**src/sv/rrps_pkg.sv**
```systemverilog
`timescale 1ns / 1ps
`default_nettype none
package rrps_pkg;

  // default number of queue entries
  localparam int QUEUE_DEPTH_DEF = 16;

  // configuration port
  localparam int PADDR_W = 3;
  localparam int PDATA_W = 32;
  localparam logic [PADDR_W-1:0] ADDR_MODE  = 3'd0;
  localparam logic [PADDR_W-1:0] ADDR_SLICE = 3'd4;

  // stream widths
  localparam int IN_TDATA_W  = 24;
  localparam int OUT_TDATA_W = 80;

  // input selector
  localparam logic FUNC_ADD = 1'b0;
  localparam logic FUNC_RUN = 1'b1;

  // scheduling mode
  localparam logic MODE_RR   = 1'b0;
  localparam logic MODE_PRIO = 1'b1;

  // result status codes
  typedef enum logic [1:0] {
    STAT_ADDED = 2'd0,
    STAT_FULL  = 2'd1,
    STAT_RAN   = 2'd2,
    STAT_EMPTY = 2'd3
  } status_t;

  // sequencer states
  typedef enum logic [2:0] {
    S_IDLE,
    S_ADD,
    S_SCAN,
    S_SHIFT_RD,
    S_SHIFT,
    S_UPDATE,
    S_RESP
  } state_t;

  // one queue entry as stored in the RAM
  typedef struct packed {
    logic [7:0]         number;
    logic [15:0]        burst;
    logic [15:0]        remaining;
    logic signed [15:0] prio;
  } entry_t;

  // one result item
  typedef struct packed {
    status_t            status;
    logic [7:0]         number;
    logic [15:0]        total;
    logic [15:0]        left;
    logic signed [15:0] prio;
    logic               completed;
    logic [15:0]        count;
  } result_t;

  localparam logic signed [15:0] PRIO_MIN = 16'sh8000;
  localparam logic [15:0]        COUNT_MAX = 16'hFFFF;

endpackage
`default_nettype wire

```
**src/sv/round_robin_priority_scheduler.sv**
```systemverilog
`timescale 1ns / 1ps
`default_nettype none
// Steps per item, accept to result load: add (accept, queue write, result load);
// round-robin run (accept, head read, update and write-back, result load); priority
// run (accept, a scan reading each queued entry, a shift read and shifts of entries
// ahead of a pick off the head, update, result load). The result is valid the cycle
// after its load; a new item is accepted while that result waits in the output register.
// Synchronous reset empties the queue and clears counters; entries are not cleared.
module round_robin_priority_scheduler #(
  parameter int QUEUE_DEPTH = rrps_pkg::QUEUE_DEPTH_DEF
) (
  input  wire logic                              clk,
  input  wire logic                              rst,
  // configuration
  input  wire logic                              psel,
  input  wire logic                              penable,
  input  wire logic                              pwrite,
  input  wire logic [rrps_pkg::PADDR_W-1:0]      paddr,
  input  wire logic [rrps_pkg::PDATA_W-1:0]      pwdata,
  output logic      [rrps_pkg::PDATA_W-1:0]      prdata,
  output logic                                   pready,
  // input items
  input  wire logic                              s_tvalid,
  output logic                                   s_tready,
  // burst_time[15:0], start_priority[23:16]
  input  wire logic [rrps_pkg::IN_TDATA_W-1:0]   s_tdata,
  // func[0]
  input  wire logic                              s_tuser,
  // result items
  output logic                                   m_tvalid,
  input  wire logic                              m_tready,
  // process_number[7:0], total_burst[23:8], time_left[39:24],
  // priority_used[55:40], completed[56], slice_count[72:57], zero[79:73]
  output logic      [rrps_pkg::OUT_TDATA_W-1:0]  m_tdata,
  // status[1:0]
  output logic      [1:0]                        m_tuser
);

  localparam int AW = $clog2(QUEUE_DEPTH);
  localparam int CW = $clog2(QUEUE_DEPTH + 1);
  localparam int EW = $bits(rrps_pkg::entry_t);

  rrps_pkg::state_t  state, state_next;

  // control registers
  logic [AW-1:0]     head;
  logic [CW-1:0]     occ;
  logic [7:0]        arrival;
  logic [15:0]       slices;
  logic              mode;
  logic [15:0]       slice;
  logic [CW-1:0]     rd_pos;
  logic              out_valid;

  // payload registers
  logic [15:0]       cmd_burst;
  logic [7:0]        cmd_spri;
  logic [CW-1:0]     wr_pos;
  logic [CW-1:0]     cmp_pos;
  logic [CW-1:0]     best_pos;
  rrps_pkg::entry_t  best;
  rrps_pkg::result_t res;
  rrps_pkg::result_t out_res;

  // RAM ports
  logic              wr_en;
  logic [AW-1:0]     wr_addr;
  rrps_pkg::entry_t  wr_data;
  logic [AW-1:0]     rd_addr;
  logic [EW-1:0]     rd_raw;
  rrps_pkg::entry_t  rd_entry;

  // shared subtract / compare unit
  logic signed [16:0] sub_a, sub_b, sub_diff;

  logic              accept;
  logic              out_free;
  logic              cfg_wr;
  logic              cand_gt;
  logic              scan_take;
  logic              scan_last;
  logic [CW-1:0]     pick_next;
  logic              upd_done;
  logic [15:0]       upd_rem;
  logic signed [15:0] upd_prio;
  logic [AW-1:0]     head_inc;
  logic              queue_full;

  // queue position to RAM slot, wrapping at the depth
  function automatic logic [AW-1:0] slot_of(input logic [AW-1:0] h, input logic [CW-1:0] pos);
    logic [AW:0] sum;
    sum = {1'b0, h} + (AW+1)'(pos);
    if (sum >= (AW+1)'(QUEUE_DEPTH)) begin
      sum = sum - (AW+1)'(QUEUE_DEPTH);
    end
    return sum[AW-1:0];
  endfunction

  rrps_ram #(
    .WIDTH (EW),
    .DEPTH (QUEUE_DEPTH)
  ) u_queue (
    .clk     (clk),
    .wr_en   (wr_en),
    .wr_addr (wr_addr),
    .wr_data (wr_data),
    .rd_addr (rd_addr),
    .rd_data (rd_raw)
  );

  assign rd_entry = rrps_pkg::entry_t'(rd_raw);

  // configuration port
  assign pready = 1'b1;
  assign cfg_wr = psel && penable && pwrite && pready;
  always_comb begin
    if ({paddr[2], 2'b00} == rrps_pkg::ADDR_SLICE) begin
      prdata = {16'b0, slice};
    end else begin
      prdata = {31'b0, mode};
    end
  end

  // handshakes
  assign s_tready = (state == rrps_pkg::S_IDLE);
  assign accept   = s_tvalid && s_tready;
  assign out_free = !out_valid || m_tready;

  // shared unit and the decisions taken from it
  assign sub_diff   = sub_a - sub_b;
  assign cand_gt    = !sub_diff[16] && (sub_diff != '0);
  assign scan_take  = (cmp_pos == '0) || cand_gt;
  assign pick_next  = scan_take ? cmp_pos : best_pos;
  assign scan_last  = (mode == rrps_pkg::MODE_RR) || ((cmp_pos + CW'(1)) == occ);
  assign upd_done   = sub_diff[16] || (sub_diff == '0);
  assign upd_rem    = upd_done ? 16'd0 : sub_diff[15:0];
  assign upd_prio   = ((mode == rrps_pkg::MODE_PRIO) && (best.prio != rrps_pkg::PRIO_MIN))
                      ? best.prio - 16'sd1 : best.prio;
  assign head_inc   = (head == AW'(QUEUE_DEPTH - 1)) ? '0 : head + AW'(1);
  assign queue_full = (occ == CW'(QUEUE_DEPTH));
  assign rd_addr    = slot_of(head, rd_pos);

  // next state
  always_comb begin
    state_next = state;
    unique case (state)
      rrps_pkg::S_IDLE: begin
        if (accept) begin
          if (s_tuser == rrps_pkg::FUNC_ADD) begin
            state_next = rrps_pkg::S_ADD;
          end else if (occ == '0) begin
            state_next = rrps_pkg::S_RESP;
          end else begin
            state_next = rrps_pkg::S_SCAN;
          end
        end
      end
      rrps_pkg::S_ADD:      state_next = rrps_pkg::S_RESP;
      rrps_pkg::S_SCAN: begin
        if (scan_last) begin
          state_next = (pick_next == '0) ? rrps_pkg::S_UPDATE : rrps_pkg::S_SHIFT_RD;
        end
      end
      rrps_pkg::S_SHIFT_RD: state_next = rrps_pkg::S_SHIFT;
      rrps_pkg::S_SHIFT: begin
        if (wr_pos == CW'(1)) begin
          state_next = rrps_pkg::S_UPDATE;
        end
      end
      rrps_pkg::S_UPDATE:   state_next = rrps_pkg::S_RESP;
      rrps_pkg::S_RESP: begin
        if (out_free) begin
          state_next = rrps_pkg::S_IDLE;
        end
      end
      default:              state_next = rrps_pkg::S_IDLE;
    endcase
  end

  // RAM write and shared unit operands
  always_comb begin
    wr_en   = 1'b0;
    wr_addr = slot_of(head, occ);
    wr_data = rd_entry;
    sub_a   = '0;
    sub_b   = '0;
    unique case (state)
      rrps_pkg::S_ADD: begin
        wr_en          = !queue_full;
        wr_data.number    = arrival + 8'd1;
        wr_data.burst     = cmd_burst;
        wr_data.remaining = cmd_burst;
        wr_data.prio      = $signed({8'b0, cmd_spri});
      end
      rrps_pkg::S_SCAN: begin
        sub_a = {rd_entry.prio[15], rd_entry.prio};
        sub_b = {best.prio[15], best.prio};
      end
      rrps_pkg::S_SHIFT: begin
        wr_en   = 1'b1;
        wr_addr = slot_of(head, wr_pos);
      end
      rrps_pkg::S_UPDATE: begin
        sub_a             = $signed({1'b0, best.remaining});
        sub_b             = $signed({1'b0, slice});
        wr_en             = !upd_done;
        wr_data.number    = best.number;
        wr_data.burst     = best.burst;
        wr_data.remaining = upd_rem;
        wr_data.prio      = upd_prio;
      end
      default: begin
        wr_en = 1'b0;
      end
    endcase
  end

  // control state
  always_ff @(posedge clk) begin
    if (rst) begin
      state     <= rrps_pkg::S_IDLE;
      head      <= '0;
      occ       <= '0;
      arrival   <= '0;
      slices    <= '0;
      mode      <= rrps_pkg::MODE_RR;
      slice     <= 16'd1;
      rd_pos    <= '0;
      out_valid <= 1'b0;
    end else begin
      state <= state_next;

      if (cfg_wr) begin
        if ({paddr[2], 2'b00} == rrps_pkg::ADDR_SLICE) begin
          slice <= pwdata[15:0];
        end else begin
          mode <= pwdata[0];
        end
      end

      if (state == rrps_pkg::S_RESP && out_free) begin
        out_valid <= 1'b1;
      end else if (m_tready) begin
        out_valid <= 1'b0;
      end

      unique case (state)
        rrps_pkg::S_IDLE: begin
          if (accept && s_tuser == rrps_pkg::FUNC_RUN && occ != '0) begin
            rd_pos <= CW'(1);
          end
        end
        rrps_pkg::S_ADD: begin
          if (!queue_full) begin
            arrival <= arrival + 8'd1;
            occ     <= occ + CW'(1);
          end
        end
        rrps_pkg::S_SCAN: begin
          if (scan_last) begin
            rd_pos <= (pick_next == '0) ? '0 : pick_next - CW'(1);
          end else begin
            rd_pos <= rd_pos + CW'(1);
          end
        end
        rrps_pkg::S_SHIFT_RD, rrps_pkg::S_SHIFT: begin
          if (rd_pos != '0) begin
            rd_pos <= rd_pos - CW'(1);
          end
        end
        rrps_pkg::S_UPDATE: begin
          rd_pos <= '0;
          head   <= head_inc;
          if (upd_done) begin
            occ <= occ - CW'(1);
          end
          if (slices != rrps_pkg::COUNT_MAX) begin
            slices <= slices + 16'd1;
          end
        end
        default: begin
          rd_pos <= rd_pos;
        end
      endcase
    end
  end

  // datapath
  always_ff @(posedge clk) begin
    unique case (state)
      rrps_pkg::S_IDLE: begin
        if (accept) begin
          cmd_burst <= s_tdata[15:0];
          cmd_spri  <= s_tdata[23:16];
          cmp_pos   <= '0;
          res       <= '{status: rrps_pkg::STAT_EMPTY, number: 8'd0, total: 16'd0,
                         left: 16'd0, prio: 16'sd0, completed: 1'b0, count: slices};
        end
      end
      rrps_pkg::S_ADD: begin
        if (queue_full) begin
          res <= '{status: rrps_pkg::STAT_FULL, number: 8'd0, total: 16'd0,
                   left: 16'd0, prio: 16'sd0, completed: 1'b0, count: slices};
        end else begin
          res <= '{status: rrps_pkg::STAT_ADDED, number: arrival + 8'd1, total: cmd_burst,
                   left: cmd_burst, prio: $signed({8'b0, cmd_spri}), completed: 1'b0,
                   count: slices};
        end
      end
      rrps_pkg::S_SCAN: begin
        cmp_pos <= cmp_pos + CW'(1);
        if (scan_take) begin
          best     <= rd_entry;
          best_pos <= cmp_pos;
        end
        if (scan_last) begin
          wr_pos <= pick_next;
        end
      end
      rrps_pkg::S_SHIFT: begin
        wr_pos <= wr_pos - CW'(1);
      end
      rrps_pkg::S_UPDATE: begin
        res <= '{status: rrps_pkg::STAT_RAN, number: best.number, total: best.burst,
                 left: upd_rem, prio: best.prio, completed: upd_done,
                 count: (slices != rrps_pkg::COUNT_MAX) ? slices + 16'd1 : slices};
      end
      rrps_pkg::S_RESP: begin
        if (out_free) begin
          out_res <= res;
        end
      end
      default: begin
        cmp_pos <= cmp_pos;
      end
    endcase
  end

  // result port
  assign m_tvalid = out_valid;
  assign m_tuser  = out_res.status;
  assign m_tdata  = {7'b0, out_res.count, out_res.completed, out_res.prio,
                     out_res.left, out_res.total, out_res.number};

  // checks
  a_occ_bound: assert property (@(posedge clk) disable iff (rst)
    occ <= CW'(QUEUE_DEPTH))
    else $error("queue occupancy above depth");

  a_head_bound: assert property (@(posedge clk) disable iff (rst)
    {1'b0, head} < (AW+1)'(QUEUE_DEPTH))
    else $error("queue head out of range");

  a_shift_pos: assert property (@(posedge clk) disable iff (rst)
    state == rrps_pkg::S_SHIFT |-> (wr_pos != '0) && (wr_pos < occ))
    else $error("shift position outside the queue");

  a_occ_step: assert property (@(posedge clk) disable iff (rst)
    !$past(rst) |-> (occ == $past(occ)) || (occ == $past(occ) + CW'(1)) ||
                    (occ == $past(occ) - CW'(1)))
    else $error("occupancy moved by more than one");

endmodule
`default_nettype wire

```
**src/sv/rrps_ram.sv**
```systemverilog
`timescale 1ns / 1ps
`default_nettype none
module rrps_ram #(
  parameter int WIDTH = 8,
  parameter int DEPTH = 16
) (
  input  wire logic                         clk,
  input  wire logic                         wr_en,
  input  wire logic [$clog2(DEPTH)-1:0]     wr_addr,
  input  wire logic [WIDTH-1:0]             wr_data,
  input  wire logic [$clog2(DEPTH)-1:0]     rd_addr,
  output logic      [WIDTH-1:0]             rd_data
);

  logic [WIDTH-1:0] mem [DEPTH];

  // one write port
  always_ff @(posedge clk) begin
    if (wr_en) begin
      mem[wr_addr] <= wr_data;
    end
  end

  // registered read
  always_ff @(posedge clk) begin
    rd_data <= mem[rd_addr];
  end

endmodule
`default_nettype wire

```
**config.mk**
```make
export PLATFORM = sky130hd
export DESIGN_NAME = round_robin_priority_scheduler
export DESIGN_NICKNAME = d
export VERILOG_FILES = /design/src/sv/rrps_pkg.sv /design/src/sv/round_robin_priority_scheduler.sv /design/src/sv/rrps_ram.sv
export SDC_FILE = /design/constraint.sdc
export NUM_CORES = 1
export LEC_CHECK = 0
export BUFFER_PORTS_ARGS = -buffer_cell sky130_fd_sc_hd__clkbuf_2
export CORE_MARGIN = 5
export CORE_UTILIZATION = 37
export DETAILED_ROUTE_END_ITERATION = 16
export GPL_ROUTABILITY_DRIVEN = 0
export PLACE_DENSITY = 0.51
export SLEW_MARGIN = 20
export SYNTH_ARGS = -nofsm -noshare
export SYNTH_HDL_FRONTEND = slang
export SYNTH_SLANG_ARGS = --single-unit
```
**constraint.sdc**
```tcl
create_clock -name clk -period 18.8 [get_ports clk]
set_input_delay 1.88 -clock clk [delete_from_list [all_inputs] [get_ports clk]]
set_output_delay 1.88 -clock clk [all_outputs]
set_load 0.005 [all_outputs]
```
==> out/results.ini <==
[floorplan]
core.rowCount = 134
core_box_area_mm2 = 0.1336
dieWidth_um = 376.9
initial_utilization_pct = 37.27
die-area_mm2 = 0.1420
io_pins = 184
die_height_um = 376.9

[setup_path]
worstPathCellList = nor2b_1 > nand2_1 > buf_4 > inv_2 > buf_4 > a22oi_1 > ha_1 > fa_1 > nor2b_1 > o2111a_1 > nor2_1 > a311oi_1 > a211oi_1 > and4_4 > a21oi_2 > a221o_1 > nand3_1 > nor2_4 > buf_4
critPathRequiredTime_ns = 19.15
worst_setup_start_kind = flip-flop
critical_path.max_stage_delay_ns = 0.97
cp_slowest_cell = sky130_fd_sc_hd__nor2_4
critical_path_class = flip-flop to flip-flop
path_common_cell = sky130_fd_sc_hd__buf_4
critPathCaptureType = flip-flop
critPathArrivalTime_ns = 9.14
crit_fanout = 39

[sta]
rsz0062_at_grt = false
timing_hold_violations_final = 0
post-route-period-util_pct = 46.78
worst-slew-pin-transition_ns = 1.156
totalNegativeSetupSlack_ns = 0
final-setup-viol-count = 0
worst_case_clock_skew_ns = 0.02363
report.final.slew_viol_count = 0
timing_limited_maximum_frequency_ghz = 0.1137
max-slew-margin-rel_pct = 22.73
worst_slack_ns = 10.01
final.min_clock_period_ns = 8.794

[place]
place.detailed.instances = 4732
io_buffers = 141
post-place-ws_ns = 10.10
place.detailed.hpwl_um = 76950

[yosys]
synth_warnings = 0
synth-seq-area-share_pct = 73.42
yosys_register_bits = 1256
synth_edf_count = 1141
netlist_instances = 2905
synthTopCellsByArea = sky130_fd_sc_hd__edfxtp_1 (69%), sky130_fd_sc_hd__mux4_2 (10%), sky130_fd_sc_hd__dfxtp_1 (4.6%)
post-synth-top-area-fraction_pct = 68.80
syn_avg_cell_area_um2 = 17.14
synth_area_leader_cell = sky130_fd_sc_hd__edfxtp_1
mappedNetlistArea_mm2 = 0.04980
netlist-cell-type-count = 74
synth_async_sr_flop_share_pct = 0
synth_top_flop_cell = sky130_fd_sc_hd__edfxtp_1

[finish]
most_frequent_standard_cell_in_the_layout_excluding_fill_and_tap_cells = sky130_fd_sc_hd__edfxtp_1
final_cell_mix = sky130_fd_sc_hd__edfxtp_1 (1,141), sky130_fd_sc_hd__nand2_1 (295), sky130_fd_sc_hd__mux4_2 (224)
synthToLayoutAreaGrowth_pct = 15.47
antenna_cells_inserted = 0
final_cell_count_no_fill = 4992
drive_gt1_share_pct = 21.81
design.final.nets = 3219

[power]
report.power.total_mw = 10.14
power.share.switching_pct = 33.25
max-vdd-ir-drop_v = 0.0001263
power_frac_comb_pct = 31.4
clkPwrFrac_pct = 27.0
net-switching-power_mw = 3.372
power_frac_seq_pct = 41.5
power.leakage_nw = 19.19
power.density_cell_area_mw_per_mm2 = 176.3
cellInternalPower_mw = 6.769

[status]
run_status = complete, no violations

[drt]
wirelength_um = 135200
average_routed_wire_per_standard_cell_um = 27.09
viasPerCell = 5.439
detailroute.via_count = 27149
ant_nets = 0
drt_first_iter_violations = 2667
drt_drc_violations_left = 0
detail_route.first_pass.iterations = 7

[cts]
cts_inserted_buffers = 140
cts_tree = yes
cts_buffer_depth = 3
cts.htree.levels = 4
clk_latency_ns = 0.75
cts.repair.resized = 0
ctsHoldBuffers = 0
cts_sink_cnt = 1256
register_clock_pin_slew_on_the_reported_worst_setup_and_hold_paths_ns = 0.06
clk_root_buffer_cell = sky130_fd_sc_hd__clkbuf_16
post_cts_setup_buffer_count = 0

[grt]
vias_in_the_first_global_route = 27587
grt_overflow_total = 0
maximum_number_of_pins_on_one_net_before_global_route_repair = 143
globalRouteTotalUtil_pct = 18.89
grt_pass1_wl_um = 194100
initial_antenna_violation_count = 6

[worst_hold_path]
min_path_type = flip-flop to flip-flop

[flow_run]
maxCapViolations = 0

[Yosys cell counts (all sizes together) (3+ instances only)]
| cell | number |
|---|---|
| nor2 | 98 |
| nand4 | 9 |
| a21o | 13 |
| nor2b | 17 |
| o21a | 5 |
| a31o | 3 |
| a31oi | 60 |
| a211oi | 64 |
| o211ai | 6 |
| dfxtp | 115 |
| inv | 34 |
| or2 | 4 |
| buf | 66 |
| o22ai | 4 |
| nor4 | 5 |
| nand2 | 295 |
| o21ai | 92 |
| and2 | 94 |
| and3 | 18 |
| nor3b | 4 |
| nand3 | 32 |
| nand3b | 3 |
| a21boi | 5 |
| a221oi | 3 |
| fa | 4 |
| mux2i | 24 |
| nor3 | 24 |
| or3 | 11 |
| xor2 | 33 |
| ha | 38 |
| o311ai | 3 |
| a221o | 5 |
| a311oi | 3 |
| nand2b | 10 |
| clkbuf | 117 |
| a22oi | 28 |
| mux2 | 6 |
| a21oi | 90 |
| o2111ai | 3 |
| xnor2 | 42 |
| mux4 | 224 |
| a22o | 20 |
| edfxtp | 1141 |
[path summary, 6_finish.rpt]
path / start / slack (ns) / cells after the start / end
setup reg to reg: state[0] / 10.01 / 19 / u_queue.mem[9][49]
setup / recovery: state[0] / 10.01 / 19 / u_queue.mem[9][49]
hold / removal: res[2] / 0.42 / 0 / m_tdata[59]
hold reg to reg: res[2] / 0.42 / 0 / m_tdata[59]
[through the flow]
step	hold slack, ns	utilization, %	area [um2]
after floorplan	0.4003	-	49880
after global placement	0.4028	39.53	52830
after detailed placement	0.4045	39.54	52840
after CTS	0.4175	43.01	57470
after global routing	0.4292	43.04	57510
final	0.4172	43.04	57510
[critical path, delay by kind of cell, from the launching register on]
kind	cells	cell delay [ns]
DFF	1	0.65
buffers and inverters	4	2.25
and+or+nand+nor	7	2.81
adders and majority gates	2	0.72
AOI/OAI and AO/OA	6	1.87
[state kept, by name, summed over array words and instances (netlist names), 8 cells and up]
| register | cells |
|---|---|
| u_queue.mem | 896 |
| res | 75 |
| m_tdata | 73 |
| best | 56 |
| u_queue.rd_data | 56 |
| cmd_burst | 16 |
| slice | 16 |
| slices | 16 |
| arrival | 8 |
| cmd_spri | 8 |
[kinds of logic after synthesis]
| group | after synthesis | synth area share (%) |
|---|---|---|
| AOI/OAI and AO/OA | 428 | 5.653 |
| other | 2 | 0.01508 |
| muxes | 254 | 10.76 |
| adders and majority gates | 42 | 1.116 |
| DFF | 1256 | 73.42 |
| buffers and inverters | 217 | 1.849 |
| and+or+nand+nor | 631 | 5.871 |
| xor gates and xnor gates | 75 | 1.319 |
[routing by layer]
layer,part of all wire [%],vias up,track usage (%)
met5,0,-,0
met3,6.4,179,3.608
met1,44,14235,26.47
met2,47,941,30.37
li1,-,11794,-
met4,2.6,0,5.365
[cell type report]
class | count | area, um2
inverters | 34 | 127.6
clock inverters | 67 | 748.2
well taps | 1768 | 2212
fillers | 11701 | 76120
clock buffers | 189 | 3884
multi-input cells | 1454 | 12610
repair buffers | 224 | 1354
flip-flops and latches | 1256 | 36570
[power groups by stage]
stage / logic [mW] / clock network (mW) / registers [mW]
after detailed placement: 3.19 / 0 / 4.27
after global routing: 3.46 / 2.92 / 4.25
final: 3.19 / 2.74 / 4.21
after floorplan: 2.09 / 0 / 4.17
after global placement: 3.11 / 0 / 4.26
after CTS: 3.20 / 2.81 / 4.22
Note: power is estimated with default switching activity, not from simulation.
